<file path="config.mk">
export PLATFORM = sky130hd
export DESIGN_NAME = npm_ctrl
export DESIGN_NICKNAME = d
export VERILOG_FILES = /design/src/hdl/npm_pkg.sv /design/src/hdl/npm_ctrl.sv
export SDC_FILE = /design/constraint.sdc
export NUM_CORES = 1
export LEC_CHECK = 0
export ABC_CLOCK_PERIOD_IN_PS = 3700
export BUFFER_PORTS_ARGS = -buffer_cell sky130_fd_sc_hd__buf_4
export CAP_MARGIN = 20
export CORE_AREA = 4 4 41 43
export DETAILED_ROUTE_END_ITERATION = 16
export DIE_AREA = 0 0 45 47
export PLACE_DENSITY = 0.44
export SLEW_MARGIN = 0
export SYNTH_ARGS = -nofsm -noshare
export SYNTH_HDL_FRONTEND = slang
export SYNTH_SLANG_ARGS = --single-unit
</file>
<file path="constraint.sdc">
create_clock -name i_clk -period 3.7 [get_ports i_clk]
set_clock_uncertainty 0.2 [all_clocks]
set_input_delay 0.555 -clock i_clk [delete_from_list [all_inputs] [get_ports i_clk]]
set_output_delay 0.555 -clock i_clk [all_outputs]
set_load 0.1 [all_outputs]
</file>
<file path="src/hdl/npm_pkg.sv">
// ----------------------------------------------------------------------------
// npm_pkg
// Shared types and constants for the nearest point matcher.
// ----------------------------------------------------------------------------
package npm_pkg;

    localparam int IDX_W   = 10;  // reported target index width
    localparam int DIST_W  = 33;  // reported squared distance width
    localparam int LIMIT_W = 32;  // squared match limit width
    localparam int CFG_W   = 16;  // configuration data width

    typedef enum logic [1:0] {
        CMD_CLEAR = 2'd0,
        CMD_LOAD  = 2'd1,
        CMD_QUERY = 2'd2
    } t_cmd;

    localparam logic REG_MAX_DIST = 1'b0;
    localparam logic REG_MATCH_EP = 1'b1;

    typedef enum logic [1:0] {
        S_IDLE,
        S_SCAN,
        S_DRAIN,
        S_RESULT
    } t_state;

    typedef struct packed {
        logic do_clear;
        logic do_load;
        logic start_query;
        logic issue;
        logic load_out;
    } t_ctrl;

    typedef struct packed {
        logic count_zero;
        logic scan_allowed;
        logic last_issue;
        logic pipe_empty;
        logic out_free;
    } t_stat;

endpackage

</file>
<file path="src/hdl/npm_ctrl.sv">
// ----------------------------------------------------------------------------
// npm_ctrl
// Sequencer: takes input words, runs the target scan, hands off the result.
// ----------------------------------------------------------------------------
module npm_ctrl (
    input  logic           i_clk,
    input  logic           i_rst_n,
    input  logic           i_in_valid,
    output logic           o_in_ready,
    input  logic [1:0]     i_cmd,
    input  npm_pkg::t_stat i_stat,
    output npm_pkg::t_ctrl o_ctrl
);
    import npm_pkg::*;

    t_state r_state;
    t_state n_state;
    logic   accept;

    assign o_in_ready = (r_state == S_IDLE);
    assign accept     = i_in_valid && o_in_ready;

    always_ff @(posedge i_clk) begin
        if (!i_rst_n) begin
            r_state <= S_IDLE;
        end else begin
            r_state <= n_state;
        end
    end

    always_comb begin
        n_state = r_state;
        case (r_state)
            S_IDLE: begin
                if (accept && i_cmd == CMD_QUERY) begin
                    if (i_stat.scan_allowed && !i_stat.count_zero) begin
                        n_state = S_SCAN;
                    end else begin
                        n_state = S_RESULT;
                    end
                end
            end
            S_SCAN: begin
                if (i_stat.last_issue) begin
                    n_state = S_DRAIN;
                end
            end
            S_DRAIN: begin
                if (i_stat.pipe_empty) begin
                    n_state = S_RESULT;
                end
            end
            S_RESULT: begin
                if (i_stat.out_free) begin
                    n_state = S_IDLE;
                end
            end
            default: n_state = S_IDLE;
        endcase
    end

    always_comb begin
        o_ctrl = '0;
        case (r_state)
            S_IDLE: begin
                o_ctrl.do_clear    = accept && i_cmd == CMD_CLEAR;
                o_ctrl.do_load     = accept && i_cmd == CMD_LOAD;
                o_ctrl.start_query = accept && i_cmd == CMD_QUERY;
            end
            S_SCAN:   o_ctrl.issue    = 1'b1;
            S_DRAIN:  o_ctrl = '0;
            S_RESULT: o_ctrl.load_out = i_stat.out_free;
            default:  o_ctrl = '0;
        endcase
    end

    a_issue_needs_targets: assert property (@(posedge i_clk) disable iff (!i_rst_n)
        o_ctrl.issue |-> !i_stat.count_zero)
        else $error("scan issued on an empty store");

    a_result_after_drain: assert property (@(posedge i_clk) disable iff (!i_rst_n)
        o_ctrl.load_out |-> i_stat.pipe_empty)
        else $error("result loaded with distances still in flight");

    a_result_holds: assert property (@(posedge i_clk) disable iff (!i_rst_n)
        (r_state == S_RESULT && !i_stat.out_free) |=> r_state == S_RESULT)
        else $error("result dropped while output busy");

endmodule

</file>
Yosys cells after proc, flatten, opt, wreduce, memory -nomap -nowiden
Cells that the tools add are included.
{ "classes": {"n_reduce_logical": 9, "n_mul": 0, "shift": 0, "n_lt_le_gt_ge": 0, "addsub": 0, "n_eq_ne": 9, "n_bitwise": 0, "muxes": 9, "div_mod_pow": 0} }
{ "op_table": {"columns": ["cell", "n"], "rows": [
  ["2-bit two-way mux", 5],
  ["2-bit one-hot mux with 4 select lines", 1],
  ["2-bit == test (second input constant)", 3],
  ["2-bit != test (second input constant)", 3],
  ["1-bit logical AND", 5],
  ["2-bit by 1-bit == test with 1-bit output (second input constant)", 2],
  ["2-bit logical NOT", 2],
  ["4-bit AND reduction", 1],
  ["3-bit two-way mux", 1],
  ["1-bit two-way mux", 2],
  ["2-bit by 1-bit != test with 1-bit output (second input constant)", 1],
  ["1-bit logical NOT", 1]
]} }
{ "word_totals": {"romBits": 0, "mem_count": 0, "latch_bits": 0, "ramBits": 0, "elab_cells": 28, "out_inout_bits": 6, "register_bits": 2} }

Logic depth before layout (Yosys ltp)
Gate-level depths: netlist of run 1.
{ "logic_depth": {"ltp_word": 5, "ltp_mapped": 5, "depth_no_buf": 5} }

Worst setup path after synthesis of run 1
Ideal clock, no wire load.
{ "synth_path": {"path_kind": "reg-to-output", "start": "reg r_state[0]", "end": "out o_ctrl[2] in the netlist's numbering", "path_stages_with_launch": 5, "n_path_buf": 0, "t_required_ns": 2.945, "arrival_time_ns": 3.733, "slack_ns": -0.788, "path_cell_list": "dfxtp_1 > inv_1 > ha_1 > nand2_1 > nor3b_1"} }
{ "synth_lines": {"columns": ["item", "line", "source"], "rows": [
  ["start: declaration", "npm_ctrl.sv:16", "t_state r_state;"],
  ["start signal: assignment", "npm_ctrl.sv:27", "r_state <= n_state;"],
  ["end: declaration", "npm_ctrl.sv:12", "output npm_pkg::t_ctrl o_ctrl"]
]} }

==> flow_results.org, run 1 <==
** Placed design
- Post-placement worst setup slack :: 1590 ps
- HPWL reported at the end of detailed placement :: 476 µm
- Placed Cells :: 57
- Routability-driven placement finished with a final weighted congestion of 0.589.
- Port buffering added 15 buffers.

** Clock network
- Post-CTS Setup Bufs :: 0
- Worst skew pair latency :: 220 ps
- CTS clock-pin slew for the worst setup and hold paths :: 30 ps
- Clock tree synthesis found a total of 2 sinks.
- Clock buffers created by TritonCTS :: 3
- Post-CTS sizing :: 0
- Max Buffers Root-to-Sink :: 2
- The number of hold buffers added after CTS was 0.
- TritonCTS built the clock tree.
- Cell at the root of the clock tree :: clkbuf_4
- Number of levels the H-tree was split into :: 1

** Logic synthesis
- Biggest area consumer among synthesized cells :: ha_1
- Cells taking the most area after synthesis :: ha_1 22%, dfxtp_1 18%, nand2b_1 8.4%
- Distinct cell type count of the synthesized netlist :: 17
- A synthesized cell averages 8.30 µm².
- Synthesis handed over a netlist of 27 instances.
- Sequential element share of the synthesized area :: 0.179
- Syn_nets :: 41
- Warnings from Yosys :: 0
- The synthesized design contains 2 register bits.
- The share of synthesized area in the top cell type comes to 0.223.
- The synthesized netlist occupies a cell area of 224 µm².

** Timing
- The smallest clock period supported by the final layout is computed as 2320 ps.
- The worst path meets setup with 1380 ps of slack.
- Final Cycle Share :: 0.626
- The final hold violation count is 0.
- Relative max-transition margin :: 0.815
- The number of max-slew violations in the final report was 0.
- Setup repair after global routing missed its margin :: no
- For this run, the top clock speed supported by timing is 0.432 GHz.
- Adding up every negative setup slack in the final design gives 0 ps.
- Slew at the pin with the worst max-slew slack :: 279 ps
- Setup violations remaining at the end of the flow were counted as 0.

** Power and ir drop
- Cell internal power was estimated by the tool at 0.000146 W.
- Switching component of the power :: 0.000227 W
- Sequential share of power :: 0.113
- Of the total power, the clock network draws 0.129.
- Power density over the cells :: 985 nW/µm²
- Static leakage :: 0.188 nW
- Share of total power consumed by net switching :: 0.609
- IR analysis of the VDD net gives a maximum drop of 0.559 mV.
- Of the total power, combinational logic draws 0.758.

** Die
- Die Ht :: 47 µm
- Initial cell density of the core :: 0.172
- In this run the core area contains 13 standard-cell rows.
- In this run the count of I/O pins placed on the die edge is 16.
- Die width :: 45 µm
- The die covers 2120 µm².
- In this run the standard cell core region covers 1300 µm².

** Global route
- The number of antenna violations at the first check in global routing came to 0.
- The first global-routing pass estimated 910 µm of wire.
- GRT Total Usage :: 0.0630
- The via count of the first global-routing pass is 253.
- Congestion Overflow GR :: 0
- Maximum number of pins on one net before global-route repair :: 7

** Detailed routing
- In this run the remaining antenna-violating nets after routing total 0.
- Routed met3 length :: 28 µm
- After the first detailed-routing iteration, the DRC count stood at 1.
- The highest layer touched by signal routing is met3.
- The pre-antenna-repair detailed-routing pass consisted of 2 iterations.
- Aggregate routed wire length :: 555 µm
- DRC Markers :: 0
- Routed length on met2 :: 313 µm
- Via count :: 252
- Average routed wire per standard cell :: 9.25 µm
- The detailed router put a total of 214 µm of wire on met1.
- Routed via count divided by cell count :: 4.20

** Layout
- Largest regs :: r_state: 2 flops
- The register with the most flip-flops in the layout has 2 of them.
- Top library cells by usage in the layout, fill and taps aside :: 15 x buf_4, 4 x ha_1, 3 x inv_1, 3 x nand2b_1, 3 x clkbuf_4
- Counting flops per register, the top entry is r_state.
- Summing all flip-flop and latch instances after layout gives 40.0 µm².
- Most frequent standard cell in the layout excluding fill and tap cells :: buf_4
- Post-layout net count :: 61
- The count of cells in the finished layout, fillers not included, comes to 60.
- Final antenna diode count :: 0
- Layout area overhead :: 68.7%
- Total of fill cells in the finished design :: 157
- Share of post-route cells with drive strength above 1 :: 0.422
- The multi-input combinational cells in the finished layout cover a total of 169 µm².

** Setup path
- In this run the worst path has a maximum fanout of 6.
- Req. time, crit path :: 2940 ps
- STA classifies the critical path startpoint as a register.
- The critical path in this run is classified as register to primary output.
- Data arrival time at the worst-slack endpoint :: 1560 ps
- Endpoint class of the critical path :: primary output

** Outcome
- The flow ran to the end, and the final reports show no timing, DRC or antenna violations.

** Job
- Count of max-cap constraint violations :: 0

** Hold path
- The worst hold path belongs to the class register to register.
-- worst max-delay path, stage by stage, from the launching register on --
cell     delay (ps)
dfxtp_1         310
inv_1            90
ha_1            280
nand2_1         120
nor3b_1         210
buf_4           320
-- stage by stage --
step	hold slack (ps)	util	total power [W]	instance area (µm²)
floorplan	271	-	0.000278	224
global placement	299	0.273	0.000331	355
detailed placement	307	0.273	0.000329	355
CTS	311	0.290	0.000381	378
global route	347	0.290	0.000399	378
finish	302	0.290	0.000372	378
-- layout make-up --
class | count | share of cell area
clock buffers | 3 | 0.0596
repair buffers | 15 | 0.298
inverters | 4 | 0.0397
multi-input cells | 21 | 0.447
well taps | 15 | 0.0497
flip-flops and latches | 2 | 0.106
-- power groups by stage --
| stage | Clock, W | Combinational [W] | Sequential (W) |
|---|---|---|---|
| 6_report | 0.0000482 | 0.000282 | 0.0000420 |
| 5_1_grt | 0.0000520 | 0.000303 | 0.0000442 |
| 4_1_cts | 0.0000519 | 0.000286 | 0.0000425 |
| 3_5_place_dp | 0 | 0.000286 | 0.0000429 |
| 3_3_place_gp | 0 | 0.000287 | 0.0000431 |
| 2_1_floorplan | 0 | 0.000237 | 0.0000409 |
-- logic make-up after synthesis --
kind of cell / synth area share
AO/OA/AOI/OAI: 0.162
adder cells (fa/ha/maj): 0.223
buffers and inverters: 0.0670
flip-flops: 0.179
multiplexers: 0.0447
AND/OR/NAND/NOR: 0.324
-- per-layer routing --
metal  up-vias  global-route usage
met5         -                   0
li1        130                   -
met4         0              0.0702
met2         6              0.0989
met3         0              0.0268
met1       116              0.0587
-- synth_stat cells (all sizes together) --
cell type	number
and2	1
inv	3
and3b	1
nor3	1
clkinv	1
nand2b	3
a31oi	1
mux2i	1
ha	4
nand3b	1
o211ai	1
o2111ai	1
nor3b	2
nand2	2
dfxtp	2
a21boi	1
nor2	1
-- final timing paths --
kind | endpoint | slack, ps | start | cells past startpoint
setup / recovery | o_ctrl[2] | 1380 | r_state[0]$_SDFFE_PN0P_ | 5
hold / removal | r_state[1]$_SDFFE_PN0P_ | 300 | r_state[1]$_SDFFE_PN0P_ | 2
setup reg to reg | r_state[1]$_SDFFE_PN0P_ | 2190 | r_state[0]$_SDFFE_PN0P_ | 5
hold reg to reg | r_state[1]$_SDFFE_PN0P_ | 300 | r_state[1]$_SDFFE_PN0P_ | 2
No activity file was read; power rests on OpenSTA's default activity.
==> inputs of run 2 (changes only) <==
--- a/config.mk
+++ b/config.mk
@@ -5,7 +5,7 @@
 export SDC_FILE = /design/constraint.sdc
 export NUM_CORES = 1
 export LEC_CHECK = 0
-export ABC_CLOCK_PERIOD_IN_PS = 3700
+export ABC_CLOCK_PERIOD_IN_PS = 2300
 export BUFFER_PORTS_ARGS = -buffer_cell sky130_fd_sc_hd__buf_4
 export CAP_MARGIN = 20
 export CORE_AREA = 4 4 41 43
==> constraint.sdc (replaced) <==
create_clock -name i_clk -period 2.3 [get_ports i_clk]
set_clock_uncertainty 0.2 [all_clocks]
set_input_delay 0.345 -clock i_clk [delete_from_list [all_inputs] [get_ports i_clk]]
set_output_delay 0.345 -clock i_clk [all_outputs]
set_load 0.1 [all_outputs]
==> run 2 against run 1 <==
Die area unchanged; sequential share of layout area is 1.3 points lower; clock-buffer cell count unchanged; flip-flop and latch count did not move; combinational power up 85%; clock power increased by 59%; worst setup slack worse by 1000 ps; power up 80%; routed wire length is 12% higher; critical endpoint is now o_ctrl[3]; largest power group unchanged.
==> flow_results.org, run 2 (same netlist as run 1, synthesis figures left out) <==
** Die
- The count of standard-cell rows came to 13 (unchanged).
- Total Die Area :: 2120 µm² (unchanged)
- The standard cell core area was 1300 µm² (unchanged).
- Die Ht :: 47 µm (unchanged)
- Die width :: 45 µm (unchanged)
- Number of top-level pins :: 16 (unchanged)
- Initial cell density of the core :: 0.172 (unchanged)

** Timing
- The summed negative setup slack over all endpoints came to 0 ps (unchanged).
- The remaining max-slew budget at the tightest pin was 0.815 (about the same).
- The final hold violation count came to 0 (unchanged).
- Count of final max-slew check failures :: 0 (unchanged)
- Setup Viol. Count Final :: 0 (unchanged)
- The actual transition at the worst max-transition pin is 280 ps (+0.723 ps).
- Subtracting the final worst setup slack from the clock period gives 1930 ps.
- Setup repair after global routing missed its margin :: no
- Dividing the final minimum period by the clock period gives 0.839.
- For this run, the top clock speed supported by timing is 0.518 GHz.
- Hold_ws :: 218 ps (-83.8 ps)

** Global route
- The overall overflow remaining after global route was 0 (unchanged).
- Maximum number of pins on one net before global-route repair :: 7 (unchanged)
- The first-pass GRT wire length was 1.02 mm (+12%).
- The via count of the first global-routing pass is 261 (+3.2%).
- The global router's overall resource usage is 0.0686 (+0.00552).
- The number of antenna violations at the first check in global routing was 0 (unchanged).

** Clock network
- The clock-pin slew reported for the worst setup and hold paths after clock tree synthesis is 30 ps (about the same).
- The post-CTS repair timing setup buffer count came to 0 (unchanged).
- The hold buffer count at cts was 0 (unchanged).
- Worst skew pair latency :: 220 ps (about the same)
- The clock sink count came to 2 (unchanged).
- The number of levels in the clock H-tree is 1 (unchanged).
- Post-CTS sizing :: 0 (unchanged)
- Cell at the root of the clock tree :: clkbuf_4
- Max Buffers Root-to-Sink :: 2 (unchanged)
- TritonCTS clock tree :: done
- Clock buffers created by TritonCTS :: 3 (unchanged)

** Power and ir drop
- Static leakage :: 0.206 nW (+9.7%)
- Proportion of power drawn by the clock network :: 0.114 (-0.015)
- Power density over the cells :: 1560 nW/µm² (+58%)
- Logic gate share of total power :: 0.779 (+0.021)
- Switching component of the power :: 0.000402 W (+77%)
- The part of the power in registers was 0.107 (-0.006).
- Internal power :: 0.000270 W (+85%)
- Peak VDD IR :: 0.843 mV (+51%)
- Share of total power consumed by net switching :: 0.599 (-0.0100)

** Layout
- In the layout the commonest cells are 15 x buf_4, 3 x nand2b_1, 3 x ha_1, 3 x clkbuf_4.
- The number of filler cells placed in the layout was 142 (-9.6%).
- The share of the core filled with cells in the final layout is 0.332 (+0.0413).
- Post-layout net count :: 61 (unchanged)
- Final antenna diode count :: 0 (unchanged)
- Share of post-route cells with drive strength above 1 :: 0.578 (+0.156)
- The flip-flop count of the largest register after layout was 2 (unchanged).
- The register with the most flip-flops in the final layout is r_state.
- Layout area overhead :: 92.7%
- Most frequent standard cell in the layout excluding fill and tap cells :: buf_4
- Largest regs :: r_state: 2 flops

** Job
- Count of max-cap constraint violations :: 0 (unchanged)

** Detailed routing
- The post-route antenna net violation count was 0 (unchanged).
- The highest metal layer carrying signal wires in the routed design is met3.
- Routed length on met2 :: 322 µm (+2.9%)
- The initial detailed-routing violation count came to 0 (-1).
- Routed met3 length :: 61 µm (+120%)
- Wl on met1 :: 239 µm (+12%)
- The DRC violation count after routing is 0 (unchanged).
- The count of vias placed by the detailed router came to 256 (+1.6%).
- Number of detailed-routing iterations run before antenna repair :: 1 (-1)
- The total wire length after detailed routing was 623 µm (+12%).
- Average routed wire per standard cell :: 10.4 µm (+12%)
- The per-cell via count in the routed design came to 4.27 (+1.6%).

** Setup path
- The delay contributed by the slowest stage of the critical path came to 330 ps (about the same).
- Cell with the largest stage delay on the worst path :: dfxtp_1
- STA classifies the critical path endpoint as a primary output.
- Start-to-end type of the worst setup path :: register to primary output
- Biggest fanout along the worst timing path :: 6 (unchanged)
- R2R depth :: 5 (unchanged)
- Data arrival time at the worst-slack endpoint :: 1380 ps (-180 ps)
- CP cell instances :: inv_2 > ha_4 > nand2_4 > nor3b_4 > buf_4
- The worst setup path is launched from a register.
- Req. time, crit path :: 1750 ps (-1190 ps)

** Outcome
- Run status :: finished clean

** Hold path
- The cell depth of the worst min-delay path is 3 (+1).
- Worst min-delay path category :: input port to register

** Placed design
- Count of port buffers added during placement :: 15 (unchanged)
- The placer congestion estimate is 0.725 (+23%).
==> run 2: cell types whose count changed in the layout (fill, tap and decap cells not counted), moves of 2 or more <==
cell / delta
inv_1: -2
inv_2: +2
nor3b_1: -2
nor3b_4: +2
==> run 2: power by group through the flow <==
stage	registers, W	clock network (W)	logic [W]
after floorplan	0.0000688	0	0.000449
after detailed placement	0.0000730	0	0.000527
after global routing	0.0000753	0.0000852	0.000557
after CTS	0.0000725	0.0000821	0.000530
final	0.0000717	0.0000767	0.000523
after global placement	0.0000705	0	0.000526
==> run 2: per-stage QoR <==
step	cells	setup WS (ps)	power, W	cell area, µm²
2_1_floorplan	27	17.6	0.000517	278
3_3_place_gp	57	625	0.000596	409
3_5_place_dp	57	596	0.000600	409
4_1_cts	60	344	0.000684	432
5_1_grt	60	289	0.000718	432
6_report	60	371	0.000672	432
==> run 2: critical path: cells and delay by family (launching register included) <==
kind	cells	cell delay, ps
DFF	1	330
adders and majority gates	1	180
buffers and inverters	2	400
and+or+nand+nor	2	250
==> run 2: per-layer routing <==
layer	global-route usage	vias up
li1	-	128
met1	0.0655	117
met2	0.119	11
met3	0.0268	0
met4	0.0526	0
met5	0	-
==> run 2: layout make-up <==
class	instances	area [µm²]	share of cell area
Multi-Input combinational cell	21	223	0.516
Tap cell	15	18.8	0.0435
Clock buffer	3	22.5	0.0522
Timing Repair Buffer	15	113	0.261
Sequential cell	2	40.0	0.0928
Inverter	4	15.0	0.0348
==> run 2: worst paths after layout <==
path / slack, ps / endpoint / from
worst min-delay path: 220 / r_state[1]$_SDFFE_PN0P_ / i_rst_n
worst min register to register: 320 / r_state[1]$_SDFFE_PN0P_ / r_state[1]$_SDFFE_PN0P_
worst max register to register: 890 / r_state[1]$_SDFFE_PN0P_ / r_state[1]$_SDFFE_PN0P_
worst max-delay path: 370 / o_ctrl[3] / r_state[1]$_SDFFE_PN0P_
==> inputs of run 3 (changes only) <==
--- a/config.mk
+++ b/config.mk
@@ -5,7 +5,7 @@
 export SDC_FILE = /design/constraint.sdc
 export NUM_CORES = 1
 export LEC_CHECK = 0
-export ABC_CLOCK_PERIOD_IN_PS = 2300
+export ABC_CLOCK_PERIOD_IN_PS = 1800
 export BUFFER_PORTS_ARGS = -buffer_cell sky130_fd_sc_hd__buf_4
 export CAP_MARGIN = 20
 export CORE_AREA = 4 4 41 43
==> constraint.sdc (replaced) <==
create_clock -name i_clk -period 1.8 [get_ports i_clk]
set_clock_uncertainty 0.2 [all_clocks]
set_input_delay 0.27 -clock i_clk [delete_from_list [all_inputs] [get_ports i_clk]]
set_output_delay 0.27 -clock i_clk [all_outputs]
set_load 0.1 [all_outputs]
==> run 3 against run 2 <==
Clock-buffer cell count is the same; non-clock buffer count grew 3; cell area grew 10%; via count grew 2.0%; power grew 37%; global-route usage shrank 0.16 points; highest routed layer unchanged; combinational power grew 39%; sequential power grew 32%; utilization grew 3.4 points; largest power group unchanged; worst hold slack lost 84 ps; first-iteration DRC count grew 1; critical endpoint unchanged; critical path depth is the same.
==> flow_results.org, run 3 (same netlist as run 1, synthesis figures left out) <==
** Outcome
- Run status :: finished clean

** Hold path
- The min-delay analysis places its worst path in the category input port to register.
- The path with the worst hold slack has its endpoint at r_state[1]$_SDFFE_PN0P_.
- The worst hold path begins at i_rst_n.
- Hold-critical path depth :: 3 (unchanged)

** Placed design
- Placed cell areas :: 410 µm² (+0.31%)
- Placed Cells :: 57 (unchanged)
- Final Wtd Congestion :: 0.686 (-5.4%)
- The total of buffers placed on input and output ports was 15 (unchanged).
- The HPWL after detailed placement is 514 µm.

** Layout
- Top library cells by usage in the layout, fill and taps aside :: 16 x buf_4, 3 x nand2b_1, 3 x ha_1, 3 x clkbuf_4
- The final design area excluding fillers came to 475 µm² (+10%).
- The largest registers in the layout are r_state: 2 flops.
- The flip-flop count of the largest register after layout is 2 (unchanged).
- Total of fill cells in the finished design :: 142 (unchanged)
- Final cell utilization of the core :: 0.365 (+0.0337)
- Most frequent standard cell in the layout excluding fill and tap cells :: buf_4
- The share of cells above drive strength 1 came to 0.625 (+0.0472).
- Reg area :: 41.3 µm² (+3.1%)
- More flip-flops sit in one register than any other, and that register is r_state.
- Compared with the post-synthesis result, the final layout area differs by 112%.
- The area of combinational cells with multiple inputs was 223 µm² (unchanged).
- The count of antenna diodes in the layout is 0 (unchanged).
- The count of placed standard cells in the final layout, fillers left out is 63 (+5.0%).
- The number of nets in the final layout was 64 (+4.9%).

** Timing
- Final worst path period need :: 1770 ps
- Setup repair after global routing could not meet its margin everywhere.
- Derived from the worst setup path, the maximum achievable clock frequency is 0.564 GHz.
- The final number of setup-violating endpoints came to 0 (unchanged).
- The worst hold margin was 134 ps (-84.4 ps).
- Relative max-transition margin :: 0.815 (about the same)
- Final Cycle Share :: 0.984
- The final hold violation count came to 0 (unchanged).
- Count of final max-slew check failures :: 0 (unchanged)
- Slew at the pin with the worst max-slew slack :: 279 ps (-0.641 ps)

** Power and ir drop
- Share of total power consumed by net switching :: 0.573 (-0.0255)
- The combinational power share is 0.789 (+0.010).
- Proportion of power drawn by the clock network :: 0.107 (-0.007)
- The net switching power figure came to 0.000526 W (+31%).
- The standby leakage power came to 0.225 nW (+9.0%).
- Power density over the cells :: 1930 nW/µm² (+24%)
- Peak VDD IR :: 0.908 mV (+7.7%)
- Sequential share of power :: 0.103 (-0.004)
- Internal power :: 0.000392 W (+45%)

** Setup path
- The worst setup path is launched from a register.
- By startpoint and endpoint, the worst setup path is classified as register to primary output.
- Reg-to-reg critical path endpoint :: r_state[1]$_SDFFE_PN0P_
- Req. time, crit path :: 1330 ps (-420 ps)
- The maximum fanout encountered on the critical timing path is 3 (-3).
- CP cell instances :: inv_2 > ha_4 > nand2_4 > nor3b_4 > buf_12
- Endpoint class of the critical path :: primary output
- Flop2flop setup slack :: 330 ps (-560 ps)
- Beginning of the worst register-to-register path :: r_state[0]$_SDFFE_PN0P_
- The worst path arrival time came to 1300 ps (-80 ps).
- Cell with the largest stage delay on the worst path :: dfxtp_1
- Critical path's largest stage delay :: 330 ps (about the same)
- The count of cells along the worst register-to-register path came to 6 (+1).

** Global route
- Initial antenna violation count :: 0 (unchanged)
- The pin count of the biggest net entering global routing came to 6 (-1).
- The via count of the first global-routing pass was 245 (-6.1%).
- The global router's overall resource usage is 0.0670 (-0.00158).
- Global-route wire length before repair :: 945 µm (-7.4%)
- Congestion Overflow GR :: 0 (unchanged)

** Detailed routing
- The post-route antenna net violation count came to 0 (unchanged).
- The first-pass iteration count of the detailed router was 3 (+2).
- The DRC violation count after routing is 0 (unchanged).
- The per-cell via count in the routed design is 4.14 (-2.9%).
- Average routed wire per standard cell :: 9.75 µm (-6.1%)
- The total wire length after detailed routing was 614 µm (-1.4%).
- Via count :: 261 (+2.0%)
- DR iter-0 viols :: 1 (+1)

** Die
- The number of top-level pins was 16 (unchanged).
- # rows :: 13 (unchanged)
- The chip height is 47 µm (unchanged).
- Initial cell density of the core :: 0.172 (unchanged)
- Total Die Area :: 2120 µm² (unchanged)
- Die width :: 45 µm (unchanged)
- The standard cell core area was 1300 µm² (unchanged).

** Clock network
- In this run the clock root is driven by a clkbuf_4.
- The clock sink count was 2 (unchanged).
- The maximum buffer depth of the clock tree was 2 (unchanged).
- The clock latency at the later pin of the worst-skew pair was 220 ps (about the same).
- The number of levels in the clock H-tree came to 1 (unchanged).
- Clock buffers created by TritonCTS :: 3 (unchanged)
- TritonCTS built the clock tree.
- The clock-pin slew reported for the worst setup and hold paths after clock tree synthesis was 30 ps (about the same).

** Job
- The count of maximum capacitance violations was 0 (unchanged).
==> run 3: cell count changes in the layout (fill, tap and decap cells not counted), sizes merged <==
cell,delta
buf,+3
==> run 3: area by class of cell <==
type	instances	area share
tap	15	0.0395
inverter	4	0.0316
multi-input combinational	21	0.468
sequential	2	0.0868
timing repair buffer	18	0.326
clock buffer	3	0.0474
==> run 3: timing repair <==
item | 4_1_cts | 5_1_grt
buffers inserted | 1 | 2
pin swaps | 1 | 3
endpoints found under the setup margin | 3 | 3
gates resized for setup | 5 | 0
hold buffers | 0 | 0
==> run 3: metal layers <==
layer | vias to the layer above | track usage | share of wire
met4 | 0 | 0.0877 | 0
met1 | 113 | 0.0609 | 0.39
li1 | 137 | - | -
met3 | 0 | 0.0192 | 0.11
met2 | 11 | 0.107 | 0.50
met5 | - | 0 | 0
==> run 3: worst max-delay path: cells and delay by family, from the launching register on <==
kind                     cells  cell delay (ps)
AND/OR/NAND/NOR              2              310
adder cells (fa/ha/maj)      1              140
buffers and inverters        2              290
flip-flops                   1              330
==> run 3: metrics by stage <==
stage	total power (W)	setup slack (ps)	setup TNS, ps
after floorplan	0.000664	-396	-1420
after global placement	0.000759	199	0
after detailed placement	0.000767	170	0
after CTS	0.000907	14.5	0
after global routing	0.000973	-30.1	-31.1
final	0.000918	28.0	0
==> run 3: power groups by stage <==
| stage | Clock (W) | Combinational (W) | Sequential (W) |
|---|---|---|---|
| 2_1_floorplan | 0 | 0.000573 | 0.0000905 |
| 3_3_place_gp | 0 | 0.000666 | 0.0000932 |
| 3_5_place_dp | 0 | 0.000671 | 0.0000958 |
| 4_1_cts | 0.000107 | 0.000706 | 0.0000950 |
| 5_1_grt | 0.000112 | 0.000765 | 0.0000960 |
| 6_report | 0.0000984 | 0.000725 | 0.0000949 |
==> run 3: how the worst max path moves through the flow <==
stage | from | end | slack [ps] | cells past startpoint
floorplan | r_state[1]$_SDFFE_PN0P_ | o_ctrl[2] | -400 | 4
CTS | r_state[0]$_SDFFE_PN0P_ | o_ctrl[3] | 10 | 5
detailed placement | r_state[0]$_SDFFE_PN0P_ | o_ctrl[3] | 170 | 5
global route | r_state[1]$_SDFFE_PN0P_ | o_ctrl[3] | -30 | 5
global placement | r_state[0]$_SDFFE_PN0P_ | o_ctrl[3] | 200 | 5
finish | r_state[0]$_SDFFE_PN0P_ | o_ctrl[3] | 30 | 5
